File: src/rtl/rit_pkg.sv
// Package for the RAM, I/O and timer block: item types, register-map constants
// and the prescale table. No dependencies; imported by rit_regs and the core.
package rit_pkg;

	// One bus tick as it arrives on the input channel.
	typedef struct packed {
		logic       chip_selected;
		logic       reset_request;
		logic       ram_select;
		logic       is_read;
		logic [6:0] address;
		logic [7:0] write_data;
		logic       pa7_level;
	} req_t;

	// Register-side part of one result.
	typedef struct packed {
		logic       irq;
		logic       valid;
		logic [7:0] data;
	} reg_rsp_t;

	localparam int PRESCALE_W = 11;

	// Register map with address bit 2 clear: low two address bits.
	localparam logic [1:0] REG_DIR_A = 2'b01;
	localparam logic [1:0] REG_DIR_B = 2'b11;

	// Address bits in the timer and interrupt area.
	localparam int TMR_AREA_BIT  = 2;
	localparam int TMR_IRQEN_BIT = 3;
	localparam int TMR_WRITE_BIT = 4;
	localparam int PA7_EN_BIT    = 1;
	localparam int FLAG_RD_BIT   = 0;

	// Flag register bit positions.
	localparam int FLAG_PA7   = 0;
	localparam int FLAG_TIMER = 1;

	// Prescale reload chosen by the low two address bits on a timer write.
	function automatic logic [PRESCALE_W-1:0] prescale_reload(logic [1:0] sel);
		logic [PRESCALE_W-1:0] r;
		unique case (sel)
			2'b00: r = PRESCALE_W'(1);
			2'b01: r = PRESCALE_W'(8);
			2'b10: r = PRESCALE_W'(64);
			2'b11: r = PRESCALE_W'(1024);
		endcase
		return r;
	endfunction

endpackage

File: src/rtl/rit_in_if.sv
// Input channel of the RAM, I/O and timer block: valid/ready plus one bus tick.
// Stands alone; used by the top level.
interface rit_in_if;
	logic       valid;
	logic       ready;
	logic       chip_selected;
	logic       reset_request;
	logic       ram_select;
	logic       is_read;
	logic [6:0] address;
	logic [7:0] write_data;
	logic       pa7_level;

	modport source (
		output valid, chip_selected, reset_request, ram_select, is_read,
			address, write_data, pa7_level,
		input  ready
	);
	modport sink (
		input  valid, chip_selected, reset_request, ram_select, is_read,
			address, write_data, pa7_level,
		output ready
	);
endinterface

File: src/rtl/rit_out_if.sv
// Output channel of the RAM, I/O and timer block: valid/ready plus one result.
// Stands alone; used by the top level.
interface rit_out_if;
	logic       valid;
	logic       ready;
	logic [7:0] read_data;
	logic       read_valid;
	logic       irq_n;

	modport source (
		output valid, read_data, read_valid, irq_n,
		input  ready
	);
	modport sink (
		input  valid, read_data, read_valid, irq_n,
		output ready
	);
endinterface

File: src/rtl/rit_ram.sv
// Generic single-port-write, single-port-read RAM with a registered read.
// No dependencies.
module rit_ram #(
	parameter int WIDTH = 8,
	parameter int DEPTH = 128,
	localparam int AW = $clog2(DEPTH)
) (
	input  logic             clk,
	input  logic             wr_en,
	input  logic [AW-1:0]    wr_addr,
	input  logic [WIDTH-1:0] wr_data,
	input  logic             rd_en,
	input  logic [AW-1:0]    rd_addr,
	output logic [WIDTH-1:0] rd_data
);
	logic [WIDTH-1:0] mem [DEPTH];

	// Write port, and read port with old data on a same-edge collision.
	always_ff @(posedge clk) begin
		if (wr_en) begin
			mem[wr_addr] <= wr_data;
		end
		if (rd_en) begin
			rd_data <= mem[rd_addr];
		end
	end
endmodule

File: src/rtl/rit_regs.sv
// Direction registers, interrupt flags and enables, interval timer and prescaler.
// Depends on rit_pkg; the top level steps it once per retired item.
module rit_regs (
	input  logic              clk,
	input  logic              arst_n,
	input  logic              step,
	input  rit_pkg::req_t     item,
	output rit_pkg::reg_rsp_t rsp
);
	import rit_pkg::*;

	logic [7:0]            dir_a_q, dir_b_q, timer_q;
	logic [1:0]            flags_q;
	logic [PRESCALE_W-1:0] pcount_q, preload_q;
	logic                  pa7_en_q, tmr_en_q;

	logic [7:0]            dir_a_d, dir_b_d, timer_d;
	logic [1:0]            flags_d;
	logic [PRESCALE_W-1:0] pcount_d, preload_d, pcount_dec;
	logic                  pa7_en_d, tmr_en_d;
	logic                  active, fire_pa7, fire_tmr;

	assign active = item.chip_selected && !item.reset_request;

	// Next state and register-side result for the item at hand.
	always_comb begin
		dir_a_d   = dir_a_q;
		dir_b_d   = dir_b_q;
		timer_d   = timer_q;
		flags_d   = flags_q;
		pcount_d  = pcount_q;
		preload_d = preload_q;
		pa7_en_d  = pa7_en_q;
		tmr_en_d  = tmr_en_q;
		rsp       = '0;
		fire_pa7  = 1'b0;
		fire_tmr  = 1'b0;
		pcount_dec = pcount_q - PRESCALE_W'(1);

		if (item.chip_selected && item.reset_request) begin
			dir_a_d  = '0;
			dir_b_d  = '0;
			pa7_en_d = 1'b0;
			tmr_en_d = 1'b0;
		end else if (active) begin
			// Prescaler and timer advance first.
			pcount_d = pcount_dec;
			if (pcount_dec == '0) begin
				pcount_d = preload_q;
				timer_d  = timer_q - 8'd1;
			end

			// Level interrupts latch into the flags.
			fire_pa7 = pa7_en_q && item.pa7_level;
			fire_tmr = tmr_en_q && (timer_d == '0);
			if (fire_pa7) begin
				flags_d[FLAG_PA7] = 1'b1;
			end
			if (fire_tmr) begin
				flags_d[FLAG_TIMER] = 1'b1;
			end
			rsp.irq = fire_pa7 || fire_tmr;

			// Bus access to the register area.
			if (!item.ram_select) begin
				if (!item.address[TMR_AREA_BIT]) begin
					unique case (item.address[1:0])
						REG_DIR_A: begin
							if (item.is_read) begin
								rsp.data  = dir_a_q;
								rsp.valid = 1'b1;
							end else begin
								dir_a_d = item.write_data;
							end
						end
						REG_DIR_B: begin
							if (item.is_read) begin
								rsp.data  = dir_b_q;
								rsp.valid = 1'b1;
							end else begin
								dir_b_d = item.write_data;
							end
						end
						default: begin
						end
					endcase
				end else begin
					if (item.is_read && !item.address[TMR_WRITE_BIT]) begin
						pa7_en_d = !item.address[PA7_EN_BIT];
					end
					if (item.is_read && item.address[FLAG_RD_BIT]) begin
						rsp.data  = {flags_d, 6'b0};
						rsp.valid = 1'b1;
						flags_d[FLAG_PA7] = 1'b0;
					end
					tmr_en_d = item.address[TMR_IRQEN_BIT];
					if (!item.is_read && item.address[TMR_WRITE_BIT]) begin
						timer_d   = item.write_data;
						preload_d = prescale_reload(item.address[1:0]);
						pcount_d  = preload_d;
						flags_d[FLAG_TIMER] = 1'b0;
					end
				end
			end
		end
	end

	// State registers, updated once per retired item.
	always_ff @(posedge clk or negedge arst_n) begin
		if (!arst_n) begin
			dir_a_q   <= '0;
			dir_b_q   <= '0;
			timer_q   <= '0;
			flags_q   <= '0;
			pcount_q  <= PRESCALE_W'(1);
			preload_q <= PRESCALE_W'(1);
			pa7_en_q  <= 1'b0;
			tmr_en_q  <= 1'b0;
		end else if (step) begin
			dir_a_q   <= dir_a_d;
			dir_b_q   <= dir_b_d;
			timer_q   <= timer_d;
			flags_q   <= flags_d;
			pcount_q  <= pcount_d;
			preload_q <= preload_d;
			pa7_en_q  <= pa7_en_d;
			tmr_en_q  <= tmr_en_d;
		end
	end
endmodule

File: src/rtl/riot_ram_io_timer_core.sv
// RAM, I/O and timer block, one bus tick per item.
// A result is offered from the output register once its item has passed the input stage.
// Throughput: one item per cycle while results are taken, set by the input stage feeding the output register.
// The RAM read is issued at acceptance and a write retiring on that edge is forwarded.
// Reset clears the pipeline, the timer and register state, and the RAM valid bits,
// so never-written RAM locations read as zero.
module riot_ram_io_timer_core #(
	parameter int RAM_DEPTH = 128
) (
	input  logic      clk,
	input  logic      arst_n,
	rit_in_if.sink    req,
	rit_out_if.source rsp
);
	import rit_pkg::*;

	localparam int RAM_AW    = $clog2(RAM_DEPTH);
	localparam int MOD_STEPS = 127 / RAM_DEPTH;
	localparam int MOD_BITS  = $clog2(MOD_STEPS + 1);

	// Address wraps modulo the RAM depth by compare and subtract of scaled depths.
	function automatic logic [RAM_AW-1:0] ram_index(logic [6:0] a);
		logic [8:0] t;
		t = {2'b00, a};
		for (int k = MOD_BITS - 1; k >= 0; k--) begin
			if (t >= 9'(RAM_DEPTH << k)) begin
				t = t - 9'(RAM_DEPTH << k);
			end
		end
		return t[RAM_AW-1:0];
	endfunction

	req_t              in_item, item_s1;
	logic              s1_vld, s1_adv, accept;
	logic [RAM_AW-1:0] in_idx, idx_s1;
	logic              byp_s1, ramvld_s1;
	logic [7:0]        byp_data_s1, ram_rd, ram_data;
	logic [RAM_DEPTH-1:0] ram_vld_q;
	logic              ram_we, byp_hit;
	logic              out_vld_q, read_valid_q, irq_n_q;
	logic [7:0]        read_data_q;
	reg_rsp_t          reg_rsp;
	logic              ram_rd_hit;

	assign in_item = '{
		chip_selected: req.chip_selected,
		reset_request: req.reset_request,
		ram_select:    req.ram_select,
		is_read:       req.is_read,
		address:       req.address,
		write_data:    req.write_data,
		pa7_level:     req.pa7_level
	};

	// Handshake: the input stage moves on whenever the output register is empty or its result is being taken.
	assign s1_adv    = s1_vld && (!out_vld_q || rsp.ready);
	assign req.ready = !s1_vld || s1_adv;
	assign accept    = req.valid && req.ready;
	assign in_idx    = ram_index(req.address);

	// RAM write from the retiring item, and forwarding into the incoming read.
	assign ram_we = s1_adv && item_s1.chip_selected && !item_s1.reset_request
		&& item_s1.ram_select && !item_s1.is_read;
	assign byp_hit = ram_we && (idx_s1 == in_idx);

	rit_ram #(.WIDTH(8), .DEPTH(RAM_DEPTH)) u_ram (
		.clk     (clk),
		.wr_en   (ram_we),
		.wr_addr (idx_s1),
		.wr_data (item_s1.write_data),
		.rd_en   (accept),
		.rd_addr (in_idx),
		.rd_data (ram_rd)
	);

	// RAM valid bits, so unwritten locations read as zero.
	always_ff @(posedge clk or negedge arst_n) begin
		if (!arst_n) begin
			ram_vld_q <= '0;
		end else if (ram_we) begin
			ram_vld_q[idx_s1] <= 1'b1;
		end
	end

	// Input stage.
	always_ff @(posedge clk or negedge arst_n) begin
		if (!arst_n) begin
			s1_vld <= 1'b0;
		end else if (accept) begin
			s1_vld <= 1'b1;
		end else if (s1_adv) begin
			s1_vld <= 1'b0;
		end
	end

	always_ff @(posedge clk) begin
		if (accept) begin
			item_s1     <= in_item;
			idx_s1      <= in_idx;
			byp_s1      <= byp_hit;
			byp_data_s1 <= item_s1.write_data;
			ramvld_s1   <= ram_vld_q[in_idx] || byp_hit;
		end
	end

	rit_regs u_regs (
		.clk    (clk),
		.arst_n (arst_n),
		.step   (s1_adv),
		.item   (item_s1),
		.rsp    (reg_rsp)
	);

	// Result selection between the RAM read and the register side.
	assign ram_data   = byp_s1 ? byp_data_s1 : (ramvld_s1 ? ram_rd : 8'd0);
	assign ram_rd_hit = item_s1.chip_selected && !item_s1.reset_request
		&& item_s1.ram_select && item_s1.is_read;

	// Output register.
	always_ff @(posedge clk or negedge arst_n) begin
		if (!arst_n) begin
			out_vld_q <= 1'b0;
		end else if (s1_adv) begin
			out_vld_q <= 1'b1;
		end else if (rsp.ready) begin
			out_vld_q <= 1'b0;
		end
	end

	always_ff @(posedge clk) begin
		if (s1_adv) begin
			read_data_q  <= ram_rd_hit ? ram_data : reg_rsp.data;
			read_valid_q <= ram_rd_hit || reg_rsp.valid;
			irq_n_q      <= !reg_rsp.irq;
		end
	end

	assign rsp.valid      = out_vld_q;
	assign rsp.read_data  = read_data_q;
	assign rsp.read_valid = read_valid_q;
	assign rsp.irq_n      = irq_n_q;

	// An unselected tick yields an empty result with the interrupt pin high.
	a_unselected_idle: assert property (@(posedge clk) disable iff (!arst_n)
		s1_adv && !item_s1.chip_selected |=> irq_n_q && !read_valid_q
			&& read_data_q == 8'd0)
		else $error("unselected tick produced data or an interrupt");

	// The input stage never takes an item while it is full and blocked.
	a_no_overrun: assert property (@(posedge clk) disable iff (!arst_n)
		s1_vld && out_vld_q && !rsp.ready |-> !req.ready)
		else $error("input accepted while the pipeline is stalled");

	// A RAM write marks its location valid.
	a_ram_valid: assert property (@(posedge clk) disable iff (!arst_n)
		ram_we |=> ram_vld_q[$past(idx_s1)])
		else $error("RAM valid bit not set after a write");

	// An accepted item is held in the input stage on the next cycle.
	a_accept_fill: assert property (@(posedge clk) disable iff (!arst_n)
		accept |=> s1_vld)
		else $error("accepted item lost before the input stage");
endmodule
File: src/flat_wrapper.sv
// flat-port wrapper written by rule: the top's interface ports become plain ports
module riot_ram_io_timer_core_flat import rit_pkg::*;
#(
	parameter int RAM_DEPTH = 128
)
  (clk, arst_n, req_valid, req_chip_selected, req_reset_request, req_ram_select, req_is_read, req_address, req_write_data, req_pa7_level, req_ready, rsp_valid, rsp_read_data, rsp_read_valid, rsp_irq_n, rsp_ready);
  rit_in_if req_i ();
  rit_out_if rsp_i ();
  input  logic clk;
  input  logic arst_n;
  input wire logic [$bits(req_i.valid)-1:0] req_valid;
  input wire logic [$bits(req_i.chip_selected)-1:0] req_chip_selected;
  input wire logic [$bits(req_i.reset_request)-1:0] req_reset_request;
  input wire logic [$bits(req_i.ram_select)-1:0] req_ram_select;
  input wire logic [$bits(req_i.is_read)-1:0] req_is_read;
  input wire logic [$bits(req_i.address)-1:0] req_address;
  input wire logic [$bits(req_i.write_data)-1:0] req_write_data;
  input wire logic [$bits(req_i.pa7_level)-1:0] req_pa7_level;
  output wire logic [$bits(req_i.ready)-1:0] req_ready;
  output wire logic [$bits(rsp_i.valid)-1:0] rsp_valid;
  output wire logic [$bits(rsp_i.read_data)-1:0] rsp_read_data;
  output wire logic [$bits(rsp_i.read_valid)-1:0] rsp_read_valid;
  output wire logic [$bits(rsp_i.irq_n)-1:0] rsp_irq_n;
  input wire logic [$bits(rsp_i.ready)-1:0] rsp_ready;
  assign req_i.valid = req_valid;
  assign req_i.chip_selected = req_chip_selected;
  assign req_i.reset_request = req_reset_request;
  assign req_i.ram_select = req_ram_select;
  assign req_i.is_read = req_is_read;
  assign req_i.address = req_address;
  assign req_i.write_data = req_write_data;
  assign req_i.pa7_level = req_pa7_level;
  assign req_ready = req_i.ready;
  assign rsp_valid = rsp_i.valid;
  assign rsp_read_data = rsp_i.read_data;
  assign rsp_read_valid = rsp_i.read_valid;
  assign rsp_irq_n = rsp_i.irq_n;
  assign rsp_i.ready = rsp_ready;
  riot_ram_io_timer_core #(.RAM_DEPTH(RAM_DEPTH)) u_core (.clk(clk), .arst_n(arst_n), .req(req_i), .rsp(rsp_i));
endmodule
File: config.mk
export PLATFORM = sky130hd
export DESIGN_NAME = riot_ram_io_timer_core_flat
export DESIGN_NICKNAME = d
export VERILOG_FILES = /design/src/rtl/rit_pkg.sv /design/src/rtl/rit_in_if.sv /design/src/rtl/rit_out_if.sv /design/src/rtl/rit_ram.sv /design/src/rtl/rit_regs.sv /design/src/rtl/riot_ram_io_timer_core.sv /design/src/flat_wrapper.sv
export SDC_FILE = /design/constraint.sdc
export NUM_CORES = 1
export LEC_CHECK = 0
export ABC_CLOCK_PERIOD_IN_PS = 2690
export BUFFER_PORTS_ARGS = -buffer_cell sky130_fd_sc_hd__buf_2
export CAP_MARGIN = 20
export CORE_MARGIN = 5
export CORE_UTILIZATION = 40
export DETAILED_ROUTE_END_ITERATION = 12
export MAX_ROUTING_LAYER = met4
export PLACE_DENSITY = 0.62
export RECOVER_POWER = 25
export SLEW_MARGIN = 15
export SYNTH_ARGS = -nofsm -noshare
export SYNTH_HDL_FRONTEND = slang
export SYNTH_SLANG_ARGS = --single-unit
File: constraint.sdc
create_clock -name clk -period 2.69 [get_ports clk]
set_input_delay 0.269 -clock clk [delete_from_list [all_inputs] [get_ports clk]]
set_output_delay 0.269 -clock clk [all_outputs]
set_load 0.03 [all_outputs]
==> results of run 1 <==
-- timing repair --
item / CTS / global route
endpoints found under the hold margin: 82 / 0
pin swaps: 8 / 3
gates resized for setup: 13 / 19
cloned: 0 / 0
endpoints found under the setup margin: 9 / 230
buffers inserted: 3 / 1
hold buffers: 18 / 0
-- routing by layer --
metal,share of wire [%],GRT usage [%],routed length (µm)
met5,0,-,0
met4,2.3,4.56,2850
met3,6.2,3.00,7550
met2,49,30.0,59200
met1,43,26.8,51800
-- report_power, final --
part / internal (W) / leakage, nW / switching (W)
clock: 0.00977 / 1.98 / 0.00732
sequential: 0.0214 / 12.0 / 0.000357
combinational: 0.00178 / 5.99 / 0.00219
-- sequential cells by signal, indices dropped and copies added (netlist names) --
| name | count |
|---|---|
| u_core.rsp.read_valid | 1 |
| u_core.u_ram.rd_data | 8 |
| u_core.rsp.irq_n | 1 |
| u_core.rsp.read_data | 8 |
| u_core.ramvld_s1 | 1 |
| u_core.u_regs.pcount_q | 11 |
| u_core.u_regs.dir_a_q | 8 |
| u_core.u_regs.preload_q | 4 |
| u_core.u_regs.dir_b_q | 8 |
| u_core.u_regs.flags_q | 2 |
| u_core.byp_s1 | 1 |
| u_core.byp_data_s1 | 8 |
| u_core.rsp.valid | 1 |
| u_core.ram_vld_q | 128 |
| u_core.u_regs.timer_q | 8 |
| u_core.u_regs.pa7_en_q | 1 |
| u_core.u_ram.mem | 1024 |
| u_core.item_s1 | 20 |
| u_core.u_regs.tmr_en_q | 1 |
| u_core.s1_vld | 1 |
-- cell families (layout without fill, tap and decap cells) --
family	Yosys count	in the layout	synth area share [%]
AOI/OAI and AO/OA	132	132	1.85
xor gates and xnor gates	12	12	0.214
adders and majority gates	3	3	0.0766
and+or+nand+nor	388	388	3.97
muxes	413	413	18.2
DFF	1245	1245	74.5
buffers and inverters	132	615	1.20
other	0	3	0
-- stage by stage --
step                instances  total power [W]  cell area, µm²  setup WS (ns)  hold slack, ns
detailed placement       4181           0.0258           53800         -0.456           0.338
global route             4436           0.0442           58100         -0.250          0.0435
finish                   4436           0.0428           58100         -0.188          0.0597
CTS                      4432           0.0430           58100         -0.141         0.00134
global placement         4181           0.0257           53800         -0.442           0.323
floorplan                2325           0.0242           49300        -0.0706         -0.0266
-- worst max-delay path by stage --
stage,from,endpoint,slack [ns],cells after the start
finish,u_core.u_regs.pcount_q[3]$_DFFE_PN0P_,u_core.rsp.irq_n$_DFFE_PP_,-0.19,7
global route,u_core.u_regs.pcount_q[0]$_DFFE_PN1P_,u_core.rsp.irq_n$_DFFE_PP_,-0.25,10
CTS,u_core.u_regs.pcount_q[3]$_DFFE_PN0P_,u_core.rsp.irq_n$_DFFE_PP_,-0.14,7
detailed placement,req_address[0],u_core.u_ram.rd_data[0]$_DFFE_PP_,-0.46,7
global placement,req_address[0],u_core.u_ram.rd_data[0]$_DFFE_PP_,-0.44,7
floorplan,u_core.u_regs.pcount_q[0]$_DFFE_PN1P_,u_core.rsp.irq_n$_DFFE_PP_,-0.07,8
-- cell type report --
type                            count  share of cell area (%)
Tap cell                         1625                    3.50
Clock buffer                      162                    5.79
Multi-Input combinational cell    948                    20.8
Clock inverter                     68                    1.21
Sequential cell                  1245                    62.9
Antenna cell                        3                  0.0129
Timing Repair Buffer              379                    5.74
Inverter                            6                  0.0431
-- cell usage after synthesis (10+ instances only) --
master    instances  area, µm²
edfxtp_1       1072      32200
mux4_2          378       8510
dfrtp_1         171       4280
nor2_1          159        597
or2_2           100        626
clkbuf_1         76        285
nand2_1          44        165
o21bai_1         32        240
mux2_2           27        304
a21oi_1          21        105
buf_2            20        100
o21ai_0          16       80.1
buf_1            15       56.3
buf_4            12       90.1
nand3_1          12       60.1
nor2b_1          11       68.8
and2_1           10       62.6
nor3_1           10       50.1
==> summary.md, run 1 <==
| Metric | Value |
|---|---|
| LEAKAGE | `20.0 nW` |
| Grt ovf | `0` |
| TritonCTS clock tree | `yes` |
| Failing checks | `capacitance limit, slew limit, setup timing` |
| GPL Wtd Cong | `between 0.8 and 0.9` |
| Core Region | `122,000 µm²` |
| First-pass iteration count of the detailed router | `8` |
| Fillers | `9,888` |
| Worst slew margin | `-29.7%` |
| Crit path buf inv count | `0` |
| RSZ-0062 raised after global routing | `yes` |
| Post-synth EDFFs | `1,072` |
| # DRC | `0` |
| Period utilization | `107%` |
| Vias in the first global route | `around 25,000` |
| Worst path arrival time | `3.36 ns` |
| Final hold vios | `0` |
| PortBufs | `35` |
| CP Capture Type | `flip-flop` |
| GRT Util Overall | `19.1%` |
| Final WS setup | `-0.188 ns` |
| Commonest non-fill, non-tap cells in the layout | `edfxtp_1, mux4_2, buf_4` |
| Clock Skew | `between 0.06 and 0.07 ns` |
| Setup CP Type | `flip-flop to flip-flop` |
| Post-Route WL | `121,000 µm` |
| Most used DFF post-synth | `edfxtp_1` |
| Hold_sp | `req_address[3]` |
| Synth Instances | `2,325` |
| Reg2Reg Depth | `7` |
| # IOs | `36` |
| CP cell instances | `or4_4 -> o21a_1 -> a211o_1 -> a31oi_1 -> a21oi_1 -> or4b_4 -> a21o_1` |
| Die Wd | `360 µm` |
| Sum Neg Setup Slack | `-0.645 ns` |
| HP Class | `input pin to flip-flop` |
| CTS root buffer | `clkbuf_16` |
| Net Count, Synth | `approximately 2,400` |
| WHS Endpoint | `u_core.item_s1[12]$_DFFE_PP_` |
| Largest fanout on the critical path | `4` |
| Skew-Pair Late Insertion Delay | `0.75 ns` |
| Yosys reg bits | `1,245` |
| Reg2reg start | `u_core.u_regs.pcount_q[3]$_DFFE_PN0P_` |
| Power Dens Cells | `~740 nW/µm²` |
| Final setup fails | `9` |
| Max Cap Viol | `7` |
| Die height | `360 µm` |
| Synthesis-to-finish area growth | `18.5%` |
| Max-slew violations | `509` |
| Slowest-stage cell, CP | `or4_4` |
| Ys async rst share | `13.9%` |
| Synth cell types | `62` |
| DRT iter0 DRCs | `2,429` |
| Clock buffer depth | `3` |
| Sink Count | `about 1,200` |
| Post-synthesis sequential area ratio | `74.5%` |
| Drt wl/cell | `about 27 µm` |
| Post-Syn Area | `~49,000 µm²` |
| Most common cell after layout, fill and taps aside | `edfxtp_1` |
| Largest net degree at the start of global routing | `~130` |
| Slowest stage delay, CP | `around 0.6 ns` |
| R2R setup slack | `-0.19 ns` |
| Initial Utilization | `about 40%` |
| Clock slew at reported path FFs | `0.06 ns` |
| Util after Layout | `approximately 48%` |
| Post-DP HPWL | `77,100 µm` |
| Initial antenna violation count | `6` |
| Worst setup SP type | `flip-flop` |
| Syn. warnings | `0` |
| First-pass GRT wire length | `approximately 180,000 µm` |
| Num CTS Buffers | `121` |
| Post-layout nets | `around 2,700` |
| Register area | `36,500 µm²` |
| CP top delay family | `simple AND/OR/NAND/NOR gates` |
| Max Fclk | `347 MHz` |
| Routed Antenna Nets | `0` |
| Crit path required time | `between 3 and 4 ns` |
| Min cycle time layout | `2.88 ns` |
| Fraction of layout cells with a size suffix above 1 | `38.5%` |
| Die area | `130,000 µm²` |
| WHS Path Cells | `2` |
| Max VDD drop | `0.571 mV` |
| FF-to-FF End | `u_core.rsp.irq_n$_DFFE_PP_` |
| Htree depth | `3` |
| Status | `finished, violations left` |
| DR vias/cell | `roughly 5.6` |
| Routed via count | `roughly 25,000` |
| FP Rows | `between 100 and 150` |
| Worst-margin pin slew | `1.95 ns` |
| Avg Inst Size Synth | `21.1 µm²` |
| Area of the multi-input gates | `12,100 µm²` |
Power figures use the tool's default switching activity.
==> inputs of run 2 (changes only) <==
--- a/config.mk
+++ b/config.mk
@@ -7,12 +7,13 @@
 export LEC_CHECK = 0
 export ABC_CLOCK_PERIOD_IN_PS = 2690
 export BUFFER_PORTS_ARGS = -buffer_cell sky130_fd_sc_hd__buf_2
-export CAP_MARGIN = 20
+export CAP_MARGIN = 10
+export CORE_ASPECT_RATIO = 2
 export CORE_MARGIN = 5
-export CORE_UTILIZATION = 40
+export CORE_UTILIZATION = 57
 export DETAILED_ROUTE_END_ITERATION = 12
 export MAX_ROUTING_LAYER = met4
-export PLACE_DENSITY = 0.62
+export PLACE_DENSITY = 0.81
 export RECOVER_POWER = 25
 export SLEW_MARGIN = 15
 export SYNTH_ARGS = -nofsm -noshare
==> summary.md, run 2 (same netlist as run 1, synthesis figures left out) <==
| Metric | Value |
|---|---|
| Status | `finished, violations left` |
| Failing checks | `capacitance limit, slew limit, setup timing` |
| FF-to-FF End | `u_core.rsp.irq_n$_DFFE_PP_` |
| Post-DP HPWL | `84,600 µm` |
| Slowest-stage cell, CP | `or4b_4` |
| R2R setup slack | `-0.22 ns` |
| Largest fanout on the critical path | `5` |
| CTS root buffer | `clkbuf_16` |
| M1 wire length | `38,700 µm` |
| Routed via count | `26,300` |
| Fraction of layout cells with a size suffix above 1 | `37.6%` |
| FP Rows | `152` |
| Sink Count | `~1,200` |
| Met2 WL post-DR | `approximately 71,000 µm` |
| Most common cell after layout, fill and taps aside | `edfxtp_1` |
| Synthesis-to-finish area growth | `15.1%` |
| Grt ovf | `0` |
| GRT Util Overall | `30.8%` |
| Skew-Pair Late Insertion Delay | `0.71 ns` |
| CP top delay family | `simple AND/OR/NAND/NOR gates` |
| Max VDD drop | `0.598 mV` |
| PortBufs | `35` |
| Initial antenna violation count | `3` |
| DRT iter0 DRCs | `3,623` |
| TritonCTS clock tree | `yes` |
| Final WS setup | `-0.222 ns` |
| Crit path buf inv count | `0` |
| Dpl ws | `-0.520 ns` |
| Vias in the first global route | `~28,000` |
| Setup CP Type | `flip-flop to flip-flop` |
| LEAKAGE | `19.4 nW` |
| Routed Antenna Nets | `0` |
| Worst-margin pin slew | `2.33 ns` |
| Worst setup SP type | `flip-flop` |
| Clock Skew | `0.0261 ns` |
| Final setup fails | `6` |
| Slowest stage delay, CP | `0.61 ns` |
| Hold slack | `0.226 ns` |
| Reg2reg start | `u_core.u_regs.pcount_q[0]$_DFFE_PN1P_` |
| Die height | `425 µm` |
| Die Wd | `217 µm` |
| Non-Filler Instances | `roughly 3,800` |
| Met3 wire length | `10,400 µm` |
| Cell mode on critical path | `or4b_4` |
| Drt wl/cell | `35.6 µm` |
| Core Region | `85,600 µm²` |
| Final hold vios | `0` |
| Worst path arrival time | `~3.4 ns` |
| Worst slew margin | `-55.5%` |
| Sum Neg Setup Slack | `-0.566 ns` |
| Num CTS Buffers | `96` |
| Inst Count DP | `around 3,600` |
| Largest registers | `u_core.u_ram.mem x1024, u_core.ram_vld_q x128, u_core.item_s1 x20` |
| Post-layout nets | `about 2,700` |
| Crit path required time | `approximately 3.2 ns` |
| Period utilization | `108%` |
| # DRC | `0` |
| WHS Endpoint | `u_core.item_s1[9]$_DFFE_PP_` |
| Max Fclk | `343 MHz` |
| GPL Wtd Cong | `slightly above 0.9` |
| Die area | `92,300 µm²` |
| First-pass GRT wire length | `196,000 µm` |
| WHS Path Cells | `3` |
| Post-route cell area | `56,400 µm²` |
| HP Class | `input pin to flip-flop` |
| Post-Route WL | `136,000 µm` |
| # IOs | `36` |
| Min cycle time layout | `2.91 ns` |
| RSZ-0062 raised after global routing | `yes` |
| Hold_sp | `req_address[0]` |
| Top reg by flops | `u_core.u_ram.mem` |
| Htree depth | `3` |
| Power Dens Cells | `723 nW/µm²` |
| Clock slew at reported path FFs | `0.07 ns` |
| Largest net degree at the start of global routing | `132` |
| Reg2Reg Depth | `8` |
| Commonest non-fill, non-tap cells in the layout | `edfxtp_1, mux4_2, buf_4` |
| Fillers | `roughly 5,000` |
| DR vias/cell | `6.89` |
| CP Capture Type | `flip-flop` |
| CP cell instances | `ha_1 -> or4b_4 -> nor2_4 -> nand2_2 -> nor3_4 -> mux2i_1 -> or4b_4 -> a21o_1` |
| DP Area | `52,800 µm²` |
| Clock buffer depth | `3` |
| First-pass iteration count of the detailed router | `6` |
| Number of flip-flops in the largest register | `1,024` |
| DR top layer | `met4` |
| Max-slew violations | `between 500 and 600` |
| Initial Utilization | `a little under three fifths` |
| Max Cap Viol | `8` |
[run 2: changes by cell type in the layout (fill, tap and decap cells not counted), sizes merged, moves of 2 or more]
| cell | change |
|---|---|
| buf | -24 |
| clkinv | -10 |
| clkbuf | -40 |
| bufinv | +2 |
[run 2: timing repair]
action / 4_1_cts / 5_1_grt
hold buffers: 17 / 0
pin swaps: 4 / 7
endpoints found under the setup margin: 205 / 268
setup buffers: 4 / 4
resized for setup: 15 / 22
endpoints found under the hold margin: 72 / 0
[run 2: worst max-delay path by stage]
stage | startpoint | end | cells past startpoint
6_report | u_core.u_regs.pcount_q[0]$_DFFE_PN1P_ | u_core.rsp.irq_n$_DFFE_PP_ | 8
5_1_grt | u_core.u_regs.pcount_q[0]$_DFFE_PN1P_ | u_core.rsp.irq_n$_DFFE_PP_ | 8
4_1_cts | u_core.u_regs.pcount_q[0]$_DFFE_PN1P_ | u_core.rsp.irq_n$_DFFE_PP_ | 8
3_5_place_dp | req_address[0] | u_core.u_ram.rd_data[5]$_DFFE_PP_ | 7
3_3_place_gp | req_address[0] | u_core.u_ram.rd_data[6]$_DFFE_PP_ | 8
2_1_floorplan | u_core.u_regs.pcount_q[0]$_DFFE_PN1P_ | u_core.rsp.irq_n$_DFFE_PP_ | 8
[run 2: stage by stage]
stage / total power [W] / util, %
final: 0.0408 / 65.9
after global placement: 0.0256 / 61.7
after detailed placement: 0.0258 / 61.7
after floorplan: 0.0242 / -
after CTS: 0.0407 / 65.9
after global routing: 0.0420 / 65.9
[run 2: routing by layer]
metal / up-vias / track usage (%)
met2: 2009 / 52.2
met3: 600 / 4.30
met5: - / -
met4: 0 / 25.4
met1: 13500 / 31.6
li1: 10200 / -
[run 2: area by class of cell]
class	count	area [µm²]	share of cell area [%]
multi-input cells	948	12100	21.4
repair buffers	354	3070	5.45
diodes	3	7.51	0.0133
clock inverters	60	673	1.19
clock buffers	122	2650	4.70
inverters	6	22.5	0.0399
flip-flops and latches	1245	36500	64.8
well taps	1078	1350	2.39
[run 2: report_power, final]
part / internal (W) / switching [W]
sequential: 0.0213 / 0.000378
combinational: 0.00174 / 0.00230
clock: 0.00821 / 0.00683
total: 0.0313 / 0.00950
[run 2: worst reg2reg max path, cell delays in order (launching register included)]
cell     delay, ns
dfstp_2       0.56
ha_1          0.15
or4b_4        0.51
nor2_4        0.13
nand2_2       0.08
nor3_4        0.30
mux2i_1       0.14
or4b_4        0.61
a21o_1        0.20
==> inputs of run 3 (changes only) <==
--- a/config.mk
+++ b/config.mk
@@ -8,9 +8,11 @@
 export ABC_CLOCK_PERIOD_IN_PS = 2690
 export BUFFER_PORTS_ARGS = -buffer_cell sky130_fd_sc_hd__buf_2
 export CAP_MARGIN = 10
+export CELL_PAD_IN_SITES_DETAIL_PLACEMENT = 0
+export CELL_PAD_IN_SITES_GLOBAL_PLACEMENT = 1
 export CORE_ASPECT_RATIO = 2
 export CORE_MARGIN = 5
-export CORE_UTILIZATION = 57
+export CORE_UTILIZATION = 51
 export DETAILED_ROUTE_END_ITERATION = 12
 export MAX_ROUTING_LAYER = met4
 export PLACE_DENSITY = 0.81
==> summary.md, run 3 (same netlist as run 1, synthesis figures left out) <==
| Metric | Value |
|---|---|
| Clock slew at reported path FFs | `around 0.07 ns` |
| Reg2Reg Depth | `8` |
| Max Cap Viol | `4` |
| GRT Util Overall | `23.6%` |
| Commonest non-fill, non-tap cells in the layout | `edfxtp_1, mux4_2, buf_4` |
| Final hold vios | `0` |
| Initial antenna violation count | `3` |
| Clock buffer depth | `3` |
| Util after Layout | `59.3%` |
| Grt ovf | `0` |
| HP Class | `input pin to flip-flop` |
| Post-route cell area | `between 50,000 and 60,000 µm²` |
| Inst Count DP | `3,772` |
| Fillers | `6,662` |
| Post-layout nets | `between 2,000 and 3,000` |
| Hold_sp | `req_write_data[4]` |
| # DRC | `0` |
| Htree depth | `3` |
| Drt wl/cell | `around 29 µm` |
| Synthesis-to-finish area growth | `16.0%` |
| WHS Endpoint | `u_core.item_s1[5]$_DFFE_PP_` |
| GPL Wtd Cong | `0.834` |
| Setup CP Type | `flip-flop to flip-flop` |
| Max-slew violations | `225` |
| Crit path required time | `3.15 ns` |
| Power Dens Cells | `721 nW/µm²` |
| Vias in the first global route | `25,700` |
| Sink Count | `between 1,000 and 1,500` |
| Initial Utilization | `51.1%` |
| Reg2reg start | `u_core.u_regs.pcount_q[0]$_DFFE_PN1P_` |
| Post-Route WL | `117,000 µm` |
| WHS Path Cells | `2` |
| DP Area | `53,100 µm²` |
| Worst path arrival time | `3.31 ns` |
| PortBufs | `35` |
| First-pass iteration count of the detailed router | `5` |
| Max VDD drop | `~0.65 mV` |
| Skew-Pair Late Insertion Delay | `0.71 ns` |
| First-pass GRT wire length | `174,000 µm` |
| Final setup fails | `4` |
| Number of flip-flops in the largest register | `1,024` |
| Worst slew margin | `-60.1%` |
| Worst setup SP type | `flip-flop` |
| Clock Skew | `between 0.02 and 0.03 ns` |
| R2R setup slack | `-0.17 ns` |
| FF-to-FF End | `u_core.rsp.irq_n$_DFFE_PP_` |
| Final WS setup | `-0.165 ns` |
| Sum Neg Setup Slack | `-0.415 ns` |
| Worst-margin pin slew | `between 2 and 2.5 ns` |
| Core Region | `about 96,000 µm²` |
| DRT iter0 DRCs | `~2,800` |
| Top reg by flops | `u_core.u_ram.mem` |
| Fraction of layout cells with a size suffix above 1 | `about 38%` |
| Non-Filler Instances | `3,989` |
| Largest fanout on the critical path | `4` |
| Routed via count | `24,900` |
| Status | `finished, violations left` |
| FP Rows | `about 160` |
| Failing checks | `capacitance limit, slew limit, setup timing` |
| Period utilization | `106%` |
| CP Capture Type | `flip-flop` |
| Dpl ws | `-0.500 ns` |
| DR vias/cell | `6.24` |
| CTS root buffer | `clkbuf_16` |
| Largest registers | `u_core.u_ram.mem x1024, u_core.ram_vld_q x128, u_core.item_s1 x20` |
| RSZ-0062 raised after global routing | `yes` |
| # IOs | `36` |
| Die height | `448 µm` |
| Routed Antenna Nets | `0` |
| LEAKAGE | `~20 nW` |
| Post-DP HPWL | `74,100 µm` |
| Num CTS Buffers | `104` |
| Max Fclk | `350 MHz` |
| Die Wd | `229 µm` |
| Die area | `103,000 µm²` |
| Most common cell after layout, fill and taps aside | `edfxtp_1` |
| TritonCTS clock tree | `yes` |
| Largest net degree at the start of global routing | `between 100 and 150` |
| Min cycle time layout | `roughly 2.9 ns` |
[run 3: how the worst max path moves through the flow]
stage	startpoint	end	cells after the start
floorplan	u_core.u_regs.pcount_q[0]$_DFFE_PN1P_	u_core.rsp.irq_n$_DFFE_PP_	8
CTS	u_core.u_regs.pcount_q[0]$_DFFE_PN1P_	u_core.rsp.irq_n$_DFFE_PP_	8
global route	u_core.u_regs.pcount_q[0]$_DFFE_PN1P_	u_core.rsp.irq_n$_DFFE_PP_	8
detailed placement	req_address[0]	u_core.u_ram.rd_data[6]$_DFFE_PP_	7
finish	u_core.u_regs.pcount_q[0]$_DFFE_PN1P_	u_core.rsp.irq_n$_DFFE_PP_	8
global placement	req_address[0]	u_core.u_ram.rd_data[6]$_DFFE_PP_	7
[run 3: what timing repair did]
action,4_1_cts,5_1_grt
endpoints found under the setup margin,83,235
endpoints found under the hold margin,96,0
pin swaps,8,1
hold buffers,17,0
resized for setup,18,14
gates cloned,0,0
setup buffers,2,1
[run 3: worst max-delay path: stages, from the launching register on]
cell	delay (ns)
dfstp_2	0.57
ha_1	0.15
or4b_4	0.46
nor4_2	0.22
o41a_1	0.27
nand3_2	0.11
xor2_1	0.15
or4b_4	0.51
a21o_1	0.18
[run 3: power by group]
group          switching [W]  total [W]  internal, W  leakage [nW]
registers           0.000358     0.0217       0.0213          12.0
logic                0.00210    0.00387      0.00177          5.91
clock network        0.00684     0.0154      0.00859          1.70
total                0.00931     0.0410       0.0317          19.6
[run 3: final cells by class]
cell class	instances	area (µm²)	share of cell area, %
clock inverters	74	769	1.35
clock buffers	120	2700	4.76
well taps	1222	1530	2.69
inverters	6	22.5	0.0396
repair buffers	371	3210	5.64
multi-input cells	948	12100	21.3
flip-flops and latches	1245	36500	64.2
diodes	3	7.51	0.0132
[run 3: layer usage]
| metal | part of all wire [%] | up-vias | routed length, µm | GRT usage, % |
|---|---|---|---|---|
| li1 | - | 10200 | - | - |
| met1 | 38 | 13300 | 44900 | 31.3 |
| met2 | 52 | 1118 | 60500 | 38.9 |
| met3 | 7.1 | 200 | 8310 | 3.73 |
| met4 | 3.0 | 0 | 3490 | 6.74 |
| met5 | 0 | - | 0 | - |
[run 3: per-stage QoR]
step	hold slack, ns	power, W
floorplan	-0.0266	0.0242
global placement	0.428	0.0256
detailed placement	0.435	0.0257
CTS	0.0184	0.0412
global route	0.256	0.0424
finish	0.274	0.0410
